$ cat config.mk
export PLATFORM = sky130hd
export DESIGN_NAME = twin_prime_range_scanner
export DESIGN_NICKNAME = d
export VERILOG_FILES = /design/src/sv/tprs_pkg.sv /design/src/sv/tprs_prime_test.sv /design/src/sv/twin_prime_range_scanner.sv
export SDC_FILE = /design/constraint.sdc
export NUM_CORES = 1
export LEC_CHECK = 0
export ABC_AREA = 0
export CAP_MARGIN = 10
export CORE_ASPECT_RATIO = 1.75
export CORE_MARGIN = 3
export CORE_UTILIZATION = 62
export CTS_BUF_LIST = sky130_fd_sc_hd__clkbuf_4
export DETAILED_ROUTE_END_ITERATION = 6
export DONT_BUFFER_PORTS = 1
export PLACE_DENSITY_LB_ADDON = 0.2
export SLEW_MARGIN = 30
export SYNTH_ARGS = -nofsm -noshare
export SYNTH_HDL_FRONTEND = slang
export SYNTH_SLANG_ARGS = --single-unit
export TNS_END_PERCENT = 1
$ cat constraint.sdc
create_clock -name clock -period 11.1 [get_ports clock]
set_clock_uncertainty 0.1 [all_clocks]
set_input_delay 2.775 -clock clock [delete_from_list [all_inputs] [get_ports clock]]
set_output_delay 2.775 -clock clock [all_outputs]
set_load 0.02 [all_outputs]
$ cat src/sv/tprs_pkg.sv
// Shared types and constants for the twin prime range scanner.
// No dependencies; imported by tprs_prime_test and twin_prime_range_scanner.
package tprs_pkg;

   // Sequencer states of the top level.
   typedef enum logic [2:0] {
      ST_IDLE,
      ST_TEST_LO,
      ST_WAIT_LO,
      ST_TEST_HI,
      ST_WAIT_HI,
      ST_EMIT
   } tprs_state_type;

   // States of the iterative primality test.
   typedef enum logic [1:0] {
      T_IDLE,
      T_CHECK,
      T_DIV,
      T_NEXT
   } tprs_test_state_type;

   // Status returned by the primality test; done is a one-cycle pulse.
   typedef struct packed {
      logic done;
      logic prime;
   } tprs_test_stat_type;

   // Configuration register indexes.
   localparam logic REG_RANGE_START = 1'b0;
   localparam logic REG_RANGE_END   = 1'b1;

endpackage

$ cat src/sv/tprs_prime_test.sv
// Iterative primality test by trial division with odd divisors.
// A shared restoring remainder unit handles one bit of the value per cycle.
// Depends on tprs_pkg.
module tprs_prime_test #(
   parameter int NB = 18
) (
   input  logic                         clock,
   input  logic                         reset,
   input  logic                         start,
   input  logic [NB-1:0]                value,
   output tprs_pkg::tprs_test_stat_type stat
);
   import tprs_pkg::*;

   localparam int CNTW = $clog2(NB);

   tprs_test_state_type state_ff, state_in;
   logic [NB-1:0]       val_ff, val_in;
   logic [NB-1:0]       d_ff, d_in;
   logic [NB:0]         sq_ff, sq_in;
   logic [NB-1:0]       rem_ff, rem_in;
   logic [CNTW-1:0]     cnt_ff, cnt_in;
   logic                done_ff, done_in;
   logic                prime_ff, prime_in;

   logic [NB:0]         trial;
   logic [NB:0]         d_ext;
   logic                fits;
   logic [NB-1:0]       rem_step;

   // One restoring step: bring down the next bit and subtract if it fits.
   assign trial    = {rem_ff, val_ff[cnt_ff]};
   assign d_ext    = {1'b0, d_ff};
   assign fits     = (trial >= d_ext);
   assign rem_step = fits ? NB'(trial - d_ext) : NB'(trial);

   always_comb begin
      state_in = state_ff;
      case (state_ff)
         T_IDLE: begin
            if (start) begin
               if ((value < NB'(2)) || (value == NB'(2)) || !value[0]) begin
                  state_in = T_IDLE;
               end else begin
                  state_in = T_CHECK;
               end
            end
         end
         T_CHECK: begin
            if (sq_ff > {1'b0, val_ff}) begin
               state_in = T_IDLE;
            end else begin
               state_in = T_DIV;
            end
         end
         T_DIV: begin
            if (cnt_ff == '0) begin
               state_in = T_NEXT;
            end
         end
         T_NEXT: begin
            if (rem_ff == '0) begin
               state_in = T_IDLE;
            end else begin
               state_in = T_CHECK;
            end
         end
         default: state_in = T_IDLE;
      endcase
   end

   always_comb begin
      val_in   = val_ff;
      d_in     = d_ff;
      sq_in    = sq_ff;
      rem_in   = rem_ff;
      cnt_in   = cnt_ff;
      done_in  = 1'b0;
      prime_in = prime_ff;
      case (state_ff)
         T_IDLE: begin
            if (start) begin
               val_in = value;
               d_in   = NB'(3);
               sq_in  = (NB+1)'(9);
               if (value < NB'(2)) begin
                  done_in  = 1'b1;
                  prime_in = 1'b0;
               end else if (value == NB'(2)) begin
                  done_in  = 1'b1;
                  prime_in = 1'b1;
               end else if (!value[0]) begin
                  done_in  = 1'b1;
                  prime_in = 1'b0;
               end
            end
         end
         T_CHECK: begin
            if (sq_ff > {1'b0, val_ff}) begin
               done_in  = 1'b1;
               prime_in = 1'b1;
            end else begin
               rem_in = '0;
               cnt_in = CNTW'(NB-1);
            end
         end
         T_DIV: begin
            rem_in = rem_step;
            if (cnt_ff != '0) begin
               cnt_in = cnt_ff - CNTW'(1);
            end
         end
         T_NEXT: begin
            if (rem_ff == '0) begin
               done_in  = 1'b1;
               prime_in = 1'b0;
            end else begin
               // (d + 2)^2 = d^2 + 4d + 4 keeps the bound without a multiplier.
               d_in  = d_ff + NB'(2);
               sq_in = sq_ff + (NB+1)'({d_ff, 2'b00}) + (NB+1)'(4);
            end
         end
         default: begin
            done_in = 1'b0;
         end
      endcase
   end

   always_ff @(posedge clock) begin
      if (reset) begin
         state_ff <= T_IDLE;
         done_ff  <= 1'b0;
      end else begin
         state_ff <= state_in;
         done_ff  <= done_in;
      end
      val_ff   <= val_in;
      d_ff     <= d_in;
      sq_ff    <= sq_in;
      rem_ff   <= rem_in;
      cnt_ff   <= cnt_in;
      prime_ff <= prime_in;
   end

   assign stat.done  = done_ff;
   assign stat.prime = prime_ff;

endmodule

$ cat src/sv/twin_prime_range_scanner.sv
// Twin prime range scanner: one transaction tests candidate n and n+2 by trial division.
// Each odd divisor d with d*d <= v takes a full pass through the shared remainder unit, and
// the n+2 test runs only if n is prime. A done result skips the tests, and an even or small
// candidate needs no divisor. One transaction at a time; a result waits in the output.
// Synchronous reset clears both range registers and the candidate to zero.
module twin_prime_range_scanner #(
   parameter int WIDTH = 16
) (
   input  logic             clock,
   input  logic             reset,
   input  logic             req_valid,
   output logic             req_ready,
   input  logic             req_restart,
   output logic             rsp_valid,
   input  logic             rsp_ready,
   output logic [15:0]      rsp_lower,
   output logic [16:0]      rsp_upper,
   output logic             rsp_is_twin,
   output logic             rsp_done_res,
   input  logic             csr_we,
   input  logic             csr_index,
   input  logic [WIDTH-1:0] csr_wdata
);
   import tprs_pkg::*;

   localparam int CW = WIDTH + 1;
   localparam int NB = WIDTH + 2;

   tprs_state_type     state_ff, state_in;
   logic [WIDTH-1:0]   start_ff, end_ff;
   logic [CW-1:0]      cand_ff, cand_in;
   logic [CW-1:0]      n_ff, n_in;
   logic               done_ff, done_in;
   logic               twin_ff, twin_in;
   logic               rsp_valid_ff, rsp_valid_in;
   logic [15:0]        lower_ff, lower_in;
   logic [16:0]        upper_ff, upper_in;
   logic               is_twin_ff, is_twin_in;
   logic               done_res_ff, done_res_in;

   logic               accept;
   logic [CW-1:0]      start_odd;
   logic [CW-1:0]      cand_eff;
   logic [WIDTH-1:0]   last;
   logic               done_now;
   logic               out_free;
   logic [63:0]        n_wide;
   logic [63:0]        n2_wide;

   logic               test_start;
   logic [NB-1:0]      test_value;
   tprs_test_stat_type test_stat;

   tprs_prime_test #(
      .NB (NB)
   ) u_test (
      .clock (clock),
      .reset (reset),
      .start (test_start),
      .value (test_value),
      .stat  (test_stat)
   );

   assign req_ready = (state_ff == ST_IDLE);
   assign accept    = req_valid && req_ready;
   assign out_free  = !rsp_valid_ff || rsp_ready;

   // Candidate after an optional restart, and the end of range check.
   assign start_odd = CW'(start_ff) + CW'(!start_ff[0]);
   assign cand_eff  = req_restart ? start_odd : cand_ff;
   assign last      = end_ff[0] ? end_ff : end_ff - WIDTH'(1);
   assign done_now  = (end_ff == '0) ||
                      (((CW+1)'(cand_eff) + (CW+1)'(2)) > (CW+1)'(last));

   assign n_wide  = 64'(n_ff);
   assign n2_wide = 64'(n_ff) + 64'd2;

   always_comb begin
      state_in = state_ff;
      case (state_ff)
         ST_IDLE: begin
            if (accept) begin
               state_in = done_now ? ST_EMIT : ST_TEST_LO;
            end
         end
         ST_TEST_LO: state_in = ST_WAIT_LO;
         ST_WAIT_LO: begin
            if (test_stat.done) begin
               state_in = test_stat.prime ? ST_TEST_HI : ST_EMIT;
            end
         end
         ST_TEST_HI: state_in = ST_WAIT_HI;
         ST_WAIT_HI: begin
            if (test_stat.done) begin
               state_in = ST_EMIT;
            end
         end
         ST_EMIT: begin
            if (out_free) begin
               state_in = ST_IDLE;
            end
         end
         default: state_in = ST_IDLE;
      endcase
   end

   always_comb begin
      cand_in      = cand_ff;
      n_in         = n_ff;
      done_in      = done_ff;
      twin_in      = twin_ff;
      rsp_valid_in = rsp_valid_ff && !rsp_ready;
      lower_in     = lower_ff;
      upper_in     = upper_ff;
      is_twin_in   = is_twin_ff;
      done_res_in  = done_res_ff;
      test_start   = 1'b0;
      test_value   = NB'(n_ff);
      case (state_ff)
         ST_IDLE: begin
            if (accept) begin
               n_in    = cand_eff;
               done_in = done_now;
               twin_in = 1'b0;
               cand_in = done_now ? cand_eff : CW'(cand_eff + CW'(2));
            end
         end
         ST_TEST_LO: begin
            test_start = 1'b1;
            test_value = NB'(n_ff);
         end
         ST_WAIT_LO: begin
            if (test_stat.done) begin
               twin_in = 1'b0;
            end
         end
         ST_TEST_HI: begin
            test_start = 1'b1;
            test_value = NB'(n_ff) + NB'(2);
         end
         ST_WAIT_HI: begin
            if (test_stat.done) begin
               twin_in = test_stat.prime;
            end
         end
         ST_EMIT: begin
            if (out_free) begin
               rsp_valid_in = 1'b1;
               done_res_in  = done_ff;
               if (done_ff) begin
                  lower_in   = '0;
                  upper_in   = '0;
                  is_twin_in = 1'b0;
               end else begin
                  lower_in   = n_wide[15:0];
                  upper_in   = n2_wide[16:0];
                  is_twin_in = twin_ff;
               end
            end
         end
         default: begin
            test_start = 1'b0;
         end
      endcase
   end

   always_ff @(posedge clock) begin
      if (reset) begin
         state_ff     <= ST_IDLE;
         start_ff     <= '0;
         end_ff       <= '0;
         cand_ff      <= '0;
         rsp_valid_ff <= 1'b0;
      end else begin
         state_ff     <= state_in;
         cand_ff      <= cand_in;
         rsp_valid_ff <= rsp_valid_in;
         if (csr_we && (csr_index == REG_RANGE_START)) begin
            start_ff <= csr_wdata;
         end
         if (csr_we && (csr_index == REG_RANGE_END)) begin
            end_ff <= csr_wdata;
         end
      end
      n_ff        <= n_in;
      done_ff     <= done_in;
      twin_ff     <= twin_in;
      lower_ff    <= lower_in;
      upper_ff    <= upper_in;
      is_twin_ff  <= is_twin_in;
      done_res_ff <= done_res_in;
   end

   assign rsp_valid    = rsp_valid_ff;
   assign rsp_lower    = lower_ff;
   assign rsp_upper    = upper_ff;
   assign rsp_is_twin  = is_twin_ff;
   assign rsp_done_res = done_res_ff;

   // The sequencer holds off new transactions while a test is running.
   assert property (@(posedge clock) disable iff (reset)
      (req_valid && req_ready) |=> !req_ready)
      else $error("transaction accepted while the previous one is still in progress");

   // The test unit only finishes while the sequencer is waiting for it.
   assert property (@(posedge clock) disable iff (reset)
      test_stat.done |-> ((state_ff == ST_WAIT_LO) || (state_ff == ST_WAIT_HI)))
      else $error("primality test finished outside a wait state");

   // A done result carries zero fields.
   assert property (@(posedge clock) disable iff (reset)
      (rsp_valid && rsp_done_res) |-> ((rsp_lower == '0) && (rsp_upper == '0) && !rsp_is_twin))
      else $error("done result with nonzero fields");

   // A test is started only for a candidate that lies inside the range.
   assert property (@(posedge clock) disable iff (reset)
      test_start |-> !done_ff)
      else $error("primality test started for an exhausted range");

endmodule
==> impl_metrics.py, run 1 <==
metrics = {
    "status": {
        "outcome": "completed",
    },
    "worst_setup_path": {
        "critPathMaxFanout": 35,
        "timing.rr.start": "end_ff[0]",
        "reg2reg_depth": 16,
        "rrSetupSlack_ns": 6.33,
        "worst_setup_path_start_kind": "input pin",
        "cp-end-kind": "register",
        "rr_endpoint": "cand_ff[2]",
        "crit_path_start": "req_restart",
        "required_ns": 11.47,
        "critPathArrivalTime_ns": 6.70,
        "path_class": "in -> reg",
    },
    "place": {
        "pre_cts_ws_ns": 4.22,
        "dp.cells": 1416,
        "gp_congestion": 0.892,
        "io_buffers": 0,
        "dpl.hpwl_um": 21300,
        "place_area_um2": 11900,
    },
    "clock_tree": {
        "htreeDepth": 4,
        "clkLatencyLatePin_ns": 0.57,
        "cts.sinks": 183,
        "cts_hold_buf": 0,
        "cts_tree": "done",
        "ctsResizeCount": 0,
        "cts.clk_slew.worst_paths_ns": 0.16,
        "root_buffer": "clkbuf_4",
        "cts_setup_buffers": 0,
        "ctsLongestPathBuffers": 2,
        "numCtsBuffers": 17,
    },
    "routing": {
        "m1WireLength_um": 9950,
        "detail_route.wirelength_um": 28200,
        "antenna_left": 0,
        "wl_met2_um": 15900,
        "topRoutingLayerUsed": "met4",
        "dr.first_iter.drc_count": 542,
        "first_pass_iters": 5,
        "route.detailed.drc": 0,
        "wl_per_cell_um": 19.5,
        "vias_per_cell": 6.28,
        "vias": 9099,
        "wl_met3_um": 696,
    },
    "layout": {
        "fin_cells": 1450,
        "final_area_um2": 12200,
        "fin_nets": 1310,
        "drive_gt1_share_pct": 6.19,
        "syn_to_final_growth_pct": 3.50,
    },
    "timing": {
        "slew_headroom_pct": 41.0,
        "finalSetupTns_ns": 0,
        "slew_violations": 0,
        "finalHoldViolCount": 0,
        "worstMarginPinSlew_ns": 0.885,
        "post-route-period-util_pct": 57.0,
        "worst_slack_ns": 4.77,
        "setup_violations": 0,
        "rsz0062_at_grt": "false",
        "max_freq_ghz": 0.158,
        "min_period_ns": 6.33,
    },
    "floorplan": {
        "core_um2": 18700,
        "io_pins": 60,
        "die_h_um": 188,
        "die-area_um2": 20800,
        "num_rows": 66,
        "die_x_um": 110,
        "initial_core_util_pct": 63.1,
    },
    "hold_path": {
        "hold_path.class": "reg -> reg",
        "min_to": "end_ff[1]",
        "min_from": "end_ff[1]",
        "whs_path_depth": 2,
    },
    "synth": {
        "async_flop_share_pct": 0,
        "syn_nets": 1341,
        "postSynthCellCount": 1229,
        "yosys_warnings": 0,
        "synthFlopType": "edfxtp_1",
        "synth_area_leader_cell": "edfxtp_1",
        "synthTopCellsByArea": "edfxtp_1, dfxtp_1, ha_1",
        "synth_cell_types": 76,
        "yosysSeqAreaShare_pct": 42.0,
        "synth-seq-cells": 183,
        "synth_edf_count": 128,
        "synth_top_area_share_pct": 32.6,
        "syn-cell-area_um2": 11800,
        "syn_avg_cell_area_um2": 9.58,
    },
    "power": {
        "finalPower_uw": 1930,
        "max-vdd-ir-drop_mv": 0.0976,
        "power.density_nw_per_um2": 158,
        "leakagePower_uw": 0.00483,
    },
    "global_route": {
        "grt_antenna_before_repair": 1,
        "gr-total-overflow": 0,
        "grt_pass1_vias": 9128,
        "grt_first_pass_wirelength_um": 44800,
        "grt_start_max_net_pins": 62,
        "grt_usage_pct": 27.7,
    },
    "job": {
        "cap_violations": 0,
    },
}
-- metrics by stage --
stage	util, %	hold WS (ns)
3_5_place_dp	63.7	0.363
3_3_place_gp	63.6	0.343
2_1_floorplan	-	0.329
5_1_grt	65.3	0.410
6_report	65.3	0.387
4_1_cts	65.2	0.388
-- sequential cells by signal (all words and copies together) (netlist names), 3 cells and up, named ones only --
| name | flops |
|---|---|
| n_ff | 17 |
| u_test.rem_ff | 18 |
| state_ff | 3 |
| u_test.cnt_ff | 5 |
| u_test.d_ff | 17 |
| u_test.val_ff | 18 |
| start_ff | 15 |
| rsp_upper | 16 |
| u_test.sq_ff | 16 |
| rsp_lower | 16 |
| cand_ff | 17 |
| end_ff | 16 |
-- how the worst max path moves through the flow --
stage	endpoint	slack, ns	cells past startpoint
2_1_floorplan	cand_ff[7]	4.28	19
3_3_place_gp	cand_ff[2]	4.30	16
3_5_place_dp	cand_ff[2]	4.22	16
4_1_cts	cand_ff[2]	4.84	16
5_1_grt	cand_ff[2]	4.59	16
6_report	cand_ff[2]	4.77	16
-- area by class of cell --
cell class / count / area (µm²)
timing repair buffer: 8 / 83.8
fill: 1594 / 6470
clock inverter: 14 / 143
multi-input combinational: 914 / 6300
tap: 238 / 298
antenna: 1 / 2.50
clock buffer: 18 / 135
inverter: 74 / 278
sequential: 183 / 4940
-- routing by layer --
metal | global-route usage [%] | vias to the layer above
met5 | 0 | -
li1 | - | 4412
met1 | 27.9 | 4401
met2 | 52.7 | 207
met3 | 3.15 | 79
met4 | 15.5 | 0
-- placed cells by master, fill, tap and decap left out, types with 18 or more instances in the layout --
cell type  count
nor3_1        32
nor2_1        57
and2_1        28
clkbuf_4      18
inv_1         72
a21oi_1       87
xnor2_1       61
a21o_1        24
mux2i_1       27
nor4_1        31
nand3_1       40
ha_1          87
edfxtp_1     128
nand4_1       19
nor2b_1       31
dfxtp_1       55
xor2_1        26
o21ai_0       37
nand2_1      133
or3_1         18
-- where the power goes --
group,internal (µW),switching (µW)
Combinational,256,377
Sequential,832,96.7
Clock,120,248
-- cell families (layout without fill, tap and decap cells) --
family / count (synthesis) / count (layout) / synth area share [%]
buffers and inverters: 132 / 114 / 4.57
AND/OR/NAND/NOR: 462 / 462 / 20.5
AO/OA/AOI/OAI: 234 / 234 / 12.8
flip-flops: 183 / 183 / 42.0
multiplexers: 42 / 42 / 4.11
other: 0 / 1 / 0
adder cells (fa/ha/maj): 89 / 89 / 9.58
XOR/XNOR: 87 / 87 / 6.47
-- critical path, cell delays in order --
cell and delay, ns:
mux2i_1 0.19, inv_1 0.13, ha_1 0.26, o221ai_1 0.30, or2_2 0.41, xnor2_1 0.14
ha_1 0.31, a21o_1 0.17, a21o_1 0.17, a21o_1 0.17, a21o_1 0.18, a221o_1 0.36
a211oi_2 0.38, buf_4 0.35, nor3_1 0.08, a311o_1 0.32
-- cell usage after synthesis (7+ instances only) --
cell type	n
a211oi_1	10
a21o_1	24
a21oi_1	87
a31oi_1	7
a32oi_1	10
and2_1	28
and3_1	16
and4_1	8
clkbuf_1	44
dfxtp_1	55
edfxtp_1	128
ha_1	87
inv_1	73
mux2_2	10
mux2i_1	27
nand2_1	133
nand2b_1	9
nand3_1	40
nand4_1	19
nor2_1	58
nor2b_1	32
nor3_1	32
nor4_1	31
o21ai_0	37
or2_2	8
or3_1	18
or4_1	7
xnor2_1	61
xor2_1	26
(Power assumes the default switching activity.)
==> run 2, diff against run 1 <==
==> constraint.sdc (replaced) <==
create_clock -name clock -period 6.1 [get_ports clock]
set_clock_uncertainty 0.1 [all_clocks]
set_input_delay 1.525 -clock clock [delete_from_list [all_inputs] [get_ports clock]]
set_output_delay 1.525 -clock clock [all_outputs]
set_load 0.02 [all_outputs]
==> impl_metrics.py, run 2 (synthesis results as in run 1) <==
metrics = {
    "place": {
        "dp.cells": 1416,
        "io_buffers": 0,
        "dpl.hpwl_um": 21400,
        "gp_congestion": 0.892,
        "pre_cts_ws_ns": 0.503,
    },
    "worst_setup_path": {
        "cp-end-kind": "register",
        "critPathArrivalTime_ns": 5.37,
        "path_class": "in -> reg",
        "required_ns": 6.48,
        "rr_endpoint": "cand_ff[2]",
        "reg2reg_depth": 16,
        "worst_setup_path_start_kind": "input pin",
        "critPathMaxFanout": 35,
        "timing.rr.start": "end_ff[0]",
        "rrSetupSlack_ns": 1.38,
    },
    "layout": {
        "layout_common_cells": "nand2_1, edfxtp_1, a21oi_1, ha_1, inv_1",
        "largestRegisters": "u_test.rem_ff (18), u_test.val_ff (18)",
        "fin_nets": 1310,
        "drive_gt1_share_pct": 6.19,
        "fin_cells": 1450,
        "fillers": 1614,
        "syn_to_final_growth_pct": 3.79,
        "final_common_cell": "nand2_1",
    },
    "global_route": {
        "grt_pass1_vias": 8945,
        "grt_antenna_before_repair": 1,
        "grt_usage_pct": 27.6,
        "grt_first_pass_wirelength_um": 44400,
        "grt_start_max_net_pins": 62,
        "gr-total-overflow": 0,
    },
    "clock_tree": {
        "ctsResizeCount": 0,
        "htreeDepth": 4,
        "cts.sinks": 183,
        "cts.clk_slew.worst_paths_ns": 0.16,
        "cts_setup_buffers": 0,
        "clkLatencyLatePin_ns": 0.59,
        "ctsLongestPathBuffers": 2,
        "cts_hold_buf": 0,
        "root_buffer": "clkbuf_4",
        "numCtsBuffers": 17,
        "cts_tree": "done",
    },
    "timing": {
        "worstMarginPinSlew_ns": 0.843,
        "finalHoldViolCount": 0,
        "worst_slack_ns": 1.11,
        "rsz0062_at_grt": "false",
        "slew_headroom_pct": 43.8,
        "setup_violations": 0,
        "min_period_ns": 4.99,
        "post-route-period-util_pct": 81.8,
        "slew_violations": 0,
        "max_freq_ghz": 0.200,
        "hold-worst-slack_ns": 0.386,
        "finalSetupTns_ns": 0,
    },
    "routing": {
        "dr.first_iter.drc_count": 502,
        "route.detailed.drc": 0,
        "antenna_left": 0,
        "wl_met3_um": 776,
        "vias": 9091,
        "m1WireLength_um": 9590,
        "wl_met2_um": 16000,
        "detail_route.wirelength_um": 28100,
        "wl_per_cell_um": 19.3,
        "vias_per_cell": 6.27,
        "topRoutingLayerUsed": "met4",
        "first_pass_iters": 5,
    },
    "floorplan": {
        "die_x_um": 110,
        "num_rows": 66,
        "core_um2": 18700,
        "initial_core_util_pct": 63.1,
        "die-area_um2": 20800,
        "die_h_um": 188,
        "io_pins": 60,
    },
    "job": {
        "cap_violations": 0,
    },
    "hold_path": {
        "min_from": "end_ff[1]",
        "min_to": "end_ff[1]",
        "hold_path.class": "reg -> reg",
        "whs_path_depth": 2,
    },
    "power": {
        "finalPower_uw": 3560,
        "max-vdd-ir-drop_mv": 0.177,
        "leakagePower_uw": 0.00485,
        "power.density_nw_per_um2": 291,
    },
    "status": {
        "outcome": "completed",
    },
}
[run 2: stage by stage]
stage | instance area (µm²) | utilization, %
2_1_floorplan | 11800 | -
3_5_place_dp | 11900 | 63.7
5_1_grt | 12200 | 65.5
3_3_place_gp | 11900 | 63.7
4_1_cts | 12200 | 65.3
6_report | 12200 | 65.5
[run 2: routing by layer]
| layer | up-vias | track usage (%) |
|---|---|---|
| met5 | - | 0 |
| met4 | 0 | 15.0 |
| met3 | 90 | 3.53 |
| met2 | 221 | 53.6 |
| met1 | 4374 | 26.8 |
| li1 | 4406 | - |
[run 2: area by class of cell]
class / instances / area (µm²) / area share (%)
tap: 238 / 298 / 2.44
sequential: 183 / 4940 / 40.5
multi-input combinational: 914 / 6300 / 51.6
clock inverter: 14 / 165 / 1.35
clock buffer: 18 / 135 / 1.11
timing repair buffer: 8 / 96.3 / 0.788
antenna: 1 / 2.50 / 0.0205
inverter: 74 / 278 / 2.27
[run 2: worst max-delay path by stage]
| stage | start | to | depth (start not counted) |
|---|---|---|---|
| floorplan | req_restart | cand_ff[7] | 19 |
| global placement | req_restart | cand_ff[2] | 16 |
| detailed placement | req_restart | cand_ff[2] | 16 |
| CTS | req_restart | cand_ff[2] | 16 |
| global route | req_restart | cand_ff[2] | 16 |
| finish | req_restart | cand_ff[2] | 16 |
[run 2: power by group]
part	internal, µW	switching [µW]
Clock	261	464
Combinational	467	682
Sequential	1510	174
Total	2240	1320
[run 2: worst max-delay path, stage by stage]
cell	delay (ns)
mux2i_1	0.19
inv_1	0.13
ha_1	0.24
o221ai_1	0.30
or2_2	0.42
xnor2_1	0.14
ha_1	0.31
a21o_1	0.16
a21o_1	0.17
a21o_1	0.17
a21o_1	0.17
a221o_1	0.35
a211oi_2	0.46
buf_12	0.23
nor3_1	0.06
a311o_1	0.34
==> run 3, diff against run 2 <==
--- a/config.mk
+++ b/config.mk
@@ -5,11 +5,11 @@
 export SDC_FILE = /design/constraint.sdc
 export NUM_CORES = 1
 export LEC_CHECK = 0
-export ABC_AREA = 0
+export ABC_AREA = 1
 export CAP_MARGIN = 10
 export CORE_ASPECT_RATIO = 1.75
 export CORE_MARGIN = 3
-export CORE_UTILIZATION = 62
+export CORE_UTILIZATION = 60
 export CTS_BUF_LIST = sky130_fd_sc_hd__clkbuf_4
 export DETAILED_ROUTE_END_ITERATION = 6
 export DONT_BUFFER_PORTS = 1
==> constraint.sdc (replaced) <==
create_clock -name clock -period 4 [get_ports clock]
set_clock_uncertainty 0.1 [all_clocks]
set_input_delay 1 -clock clock [delete_from_list [all_inputs] [get_ports clock]]
set_output_delay 1 -clock clock [all_outputs]
set_load 0.02 [all_outputs]
==> impl_metrics.py, run 3 <==
metrics = {
    "routing": {
        "dr.first_iter.drc_count": 547,
        "vias_per_cell": 5.85,
        "first_pass_iters": 5,
        "route.detailed.drc": 0,
        "detail_route.wirelength_um": 29800,
        "vias": 9847,
        "antenna_left": 0,
        "wl_per_cell_um": 17.7,
    },
    "floorplan": {
        "die_x_um": 110,
        "io_pins": 60,
        "num_rows": 66,
        "core_um2": 18700,
        "initial_core_util_pct": 61.2,
        "die-area_um2": 20800,
        "die_h_um": 189,
    },
    "clock_tree": {
        "ctsLongestPathBuffers": 2,
        "cts_hold_buf": 0,
        "clkLatencyLatePin_ns": 0.60,
        "htreeDepth": 4,
        "cts_tree": "done",
        "cts_setup_buffers": 0,
        "root_buffer": "clkbuf_4",
        "cts.clk_slew.worst_paths_ns": 0.17,
        "numCtsBuffers": 17,
        "cts.sinks": 183,
    },
    "synth": {
        "syn_avg_cell_area_um2": 8.04,
        "syn-cell-area_um2": 11400,
        "syn_nets": 1534,
        "synthTopCellsByArea": "edfxtp_1, dfxtp_1, ha_1",
        "synth_most_common_cell": "nand2_1",
        "postSynthCellCount": 1422,
        "synth-seq-cells": 183,
        "synth_top_area_share_pct": 33.6,
        "netlist_top_cells_count": "nand2_1, inv_1, nor2_1",
        "yosysSeqAreaShare_pct": 43.3,
        "synth_cell_types": 41,
        "synthFlopType": "edfxtp_1",
        "synth_area_leader_cell": "edfxtp_1",
        "synth_edf_count": 128,
        "async_flop_share_pct": 0,
        "yosys_warnings": 0,
    },
    "global_route": {
        "gr-total-overflow": 0,
        "grt_first_pass_wirelength_um": 47100,
        "grt_start_max_net_pins": 38,
        "grt_antenna_before_repair": 1,
        "grt_usage_pct": 29.4,
        "grt_pass1_vias": 9793,
    },
    "timing": {
        "slew_violations": 0,
        "max_freq_ghz": 0.285,
        "min_period_ns": 3.50,
        "worst_slack_ns": 0.496,
        "finalSetupTns_ns": 0,
        "rsz0062_at_grt": "false",
        "post-route-period-util_pct": 87.6,
        "setup_violations": 0,
        "worstMarginPinSlew_ns": 0.787,
        "finalHoldViolCount": 0,
        "slew_headroom_pct": 47.0,
    },
    "place": {
        "pre_cts_ws_ns": 0.0552,
        "dpl.hpwl_um": 23000,
        "gp_congestion": 0.929,
        "io_buffers": 0,
    },
    "job": {
        "cap_violations": 0,
    },
    "power": {
        "max-vdd-ir-drop_mv": 0.407,
        "leakagePower_uw": 0.00536,
        "power.density_nw_per_um2": 720,
    },
    "worst_setup_path": {
        "path_class": "reg -> reg",
        "critPathMaxFanout": 12,
        "cp_cell_sequence": "inv_2 > nand2_1 > nand3_1 > nand2_1 > nand2_1 > nand2_1 > inv_1 > nand2_1 > nand2_1 > nand2_2 > fa_1 > nand3_1 > nand2_1 > nand3_1 > nand4_1 > a221oi_1 > xor2_1 > a21oi_1",
        "crit_path_max_incr_delay_ns": 0.64,
        "cp_common_cell": "nand2_1",
        "cp_slowest_cell": "edfxtp_1",
        "required_ns": 4.27,
        "critPathArrivalTime_ns": 3.77,
        "cp-end-kind": "register",
        "worst_setup_path_start_kind": "register",
    },
    "layout": {
        "largestRegisters": "u_test.rem_ff (18), u_test.val_ff (18)",
        "drive_gt1_share_pct": 6.30,
        "layout_common_cells": "nand2_1, inv_1, nor2_1",
        "syn_to_final_growth_pct": 5.95,
        "fin_nets": 1543,
        "final_common_cell": "nand2_1",
    },
    "status": {
        "outcome": "completed",
    },
    "hold_path": {
        "hold_path.class": "in -> reg",
    },
}
-- run 3: cell count changes after synthesis, moves of 28 or more --
cell / previous run / this run
a21oi_1: 87 / 135
and2_1: 28 / 0
inv_1: 73 / 195
nand2_1: 133 / 267
nand3_1: 40 / 76
nor2_1: 58 / 146
nor2b_1: 32 / 0
o21ai_0: 37 / 96
xnor2_1: 61 / 12
-- run 3: power breakdown --
part / switching (µW) / internal, µW
Sequential: 463 / 2720
Combinational: 2970 / 1470
Clock: 687 / 395
Total: 4120 / 4590
-- run 3: cell type report --
class                           instances  area, µm²
Timing Repair Buffer                   24        208
Tap cell                              238        298
Fill cell                            1650       6560
Sequential cell                       183       4940
Clock inverter                         13        148
Clock buffer                           19        143
Inverter                              204        766
Antenna cell                            1       2.50
Multi-Input combinational cell       1001       5600
-- run 3: through the flow --
step | area [µm²] | util, % | std cells | hold WS (ns) | total power [µW]
2_1_floorplan | 11400 | - | 1422 | 0.324 | 6330
3_3_place_gp | 11700 | 62.9 | 1647 | 0.347 | 7470
3_5_place_dp | 11800 | 63.1 | 1649 | 0.356 | 7570
4_1_cts | 12100 | 64.7 | 1681 | 0.295 | 8680
5_1_grt | 12100 | 64.9 | 1683 | 0.295 | 9430
6_report | 12100 | 64.9 | 1683 | 0.338 | 8710
-- run 3: critical path, delay by kind of cell (launching register included) --
| kind | cells | cell delay, ns |
|---|---|---|
| compound gates | 2 | 0.47 |
| xor+xnor | 1 | 0.18 |
| fa+ha+maj | 1 | 0.45 |
| buf+inv | 2 | 0.30 |
| flops | 1 | 0.64 |
| simple gates | 12 | 1.12 |
-- run 3: timing repair --
| item | in CTS | in global routing |
|---|---|---|
| resized for setup | 0 | 4 |
| endpoints found under the setup margin | 0 | 16 |
| endpoints found under the hold margin | 0 | 0 |
-- run 3: logic make-up (layout without fill, tap and decap cells) --
kind of cell / after synthesis / in the layout / synth area share, %
flip-flops: 183 / 183 / 43.3
adder cells (fa/ha/maj): 89 / 89 / 9.88
AO/OA/AOI/OAI: 266 / 266 / 12.4
other: 0 / 1 / 0
XOR/XNOR: 48 / 48 / 3.68
AND/OR/NAND/NOR: 597 / 598 / 22.6
buffers and inverters: 239 / 260 / 8.17
-- run 3: path summary, 6_finish.rpt --
check	from	to	slack, ns	cells past startpoint
setup / recovery	u_test.cnt_ff[0]	u_test.rem_ff[16]	0.50	18
hold / removal	reset	cand_ff[8]	0.34	1
setup reg to reg	u_test.cnt_ff[0]	u_test.rem_ff[16]	0.50	18
hold reg to reg	cand_ff[5]	cand_ff[5]	0.38	2
-- run 3: metal layers --
| metal | global-route usage (%) | vias up | part of all wire (%) |
|---|---|---|---|
| met1 | 29.1 | 4635 | 35 |
| met2 | 55.1 | 274 | 55 |
| met3 | 4.11 | 109 | 3.6 |
| li1 | - | 4829 | - |
| met4 | 18.2 | 0 | 6.5 |
| met5 | 0 | - | 0 |
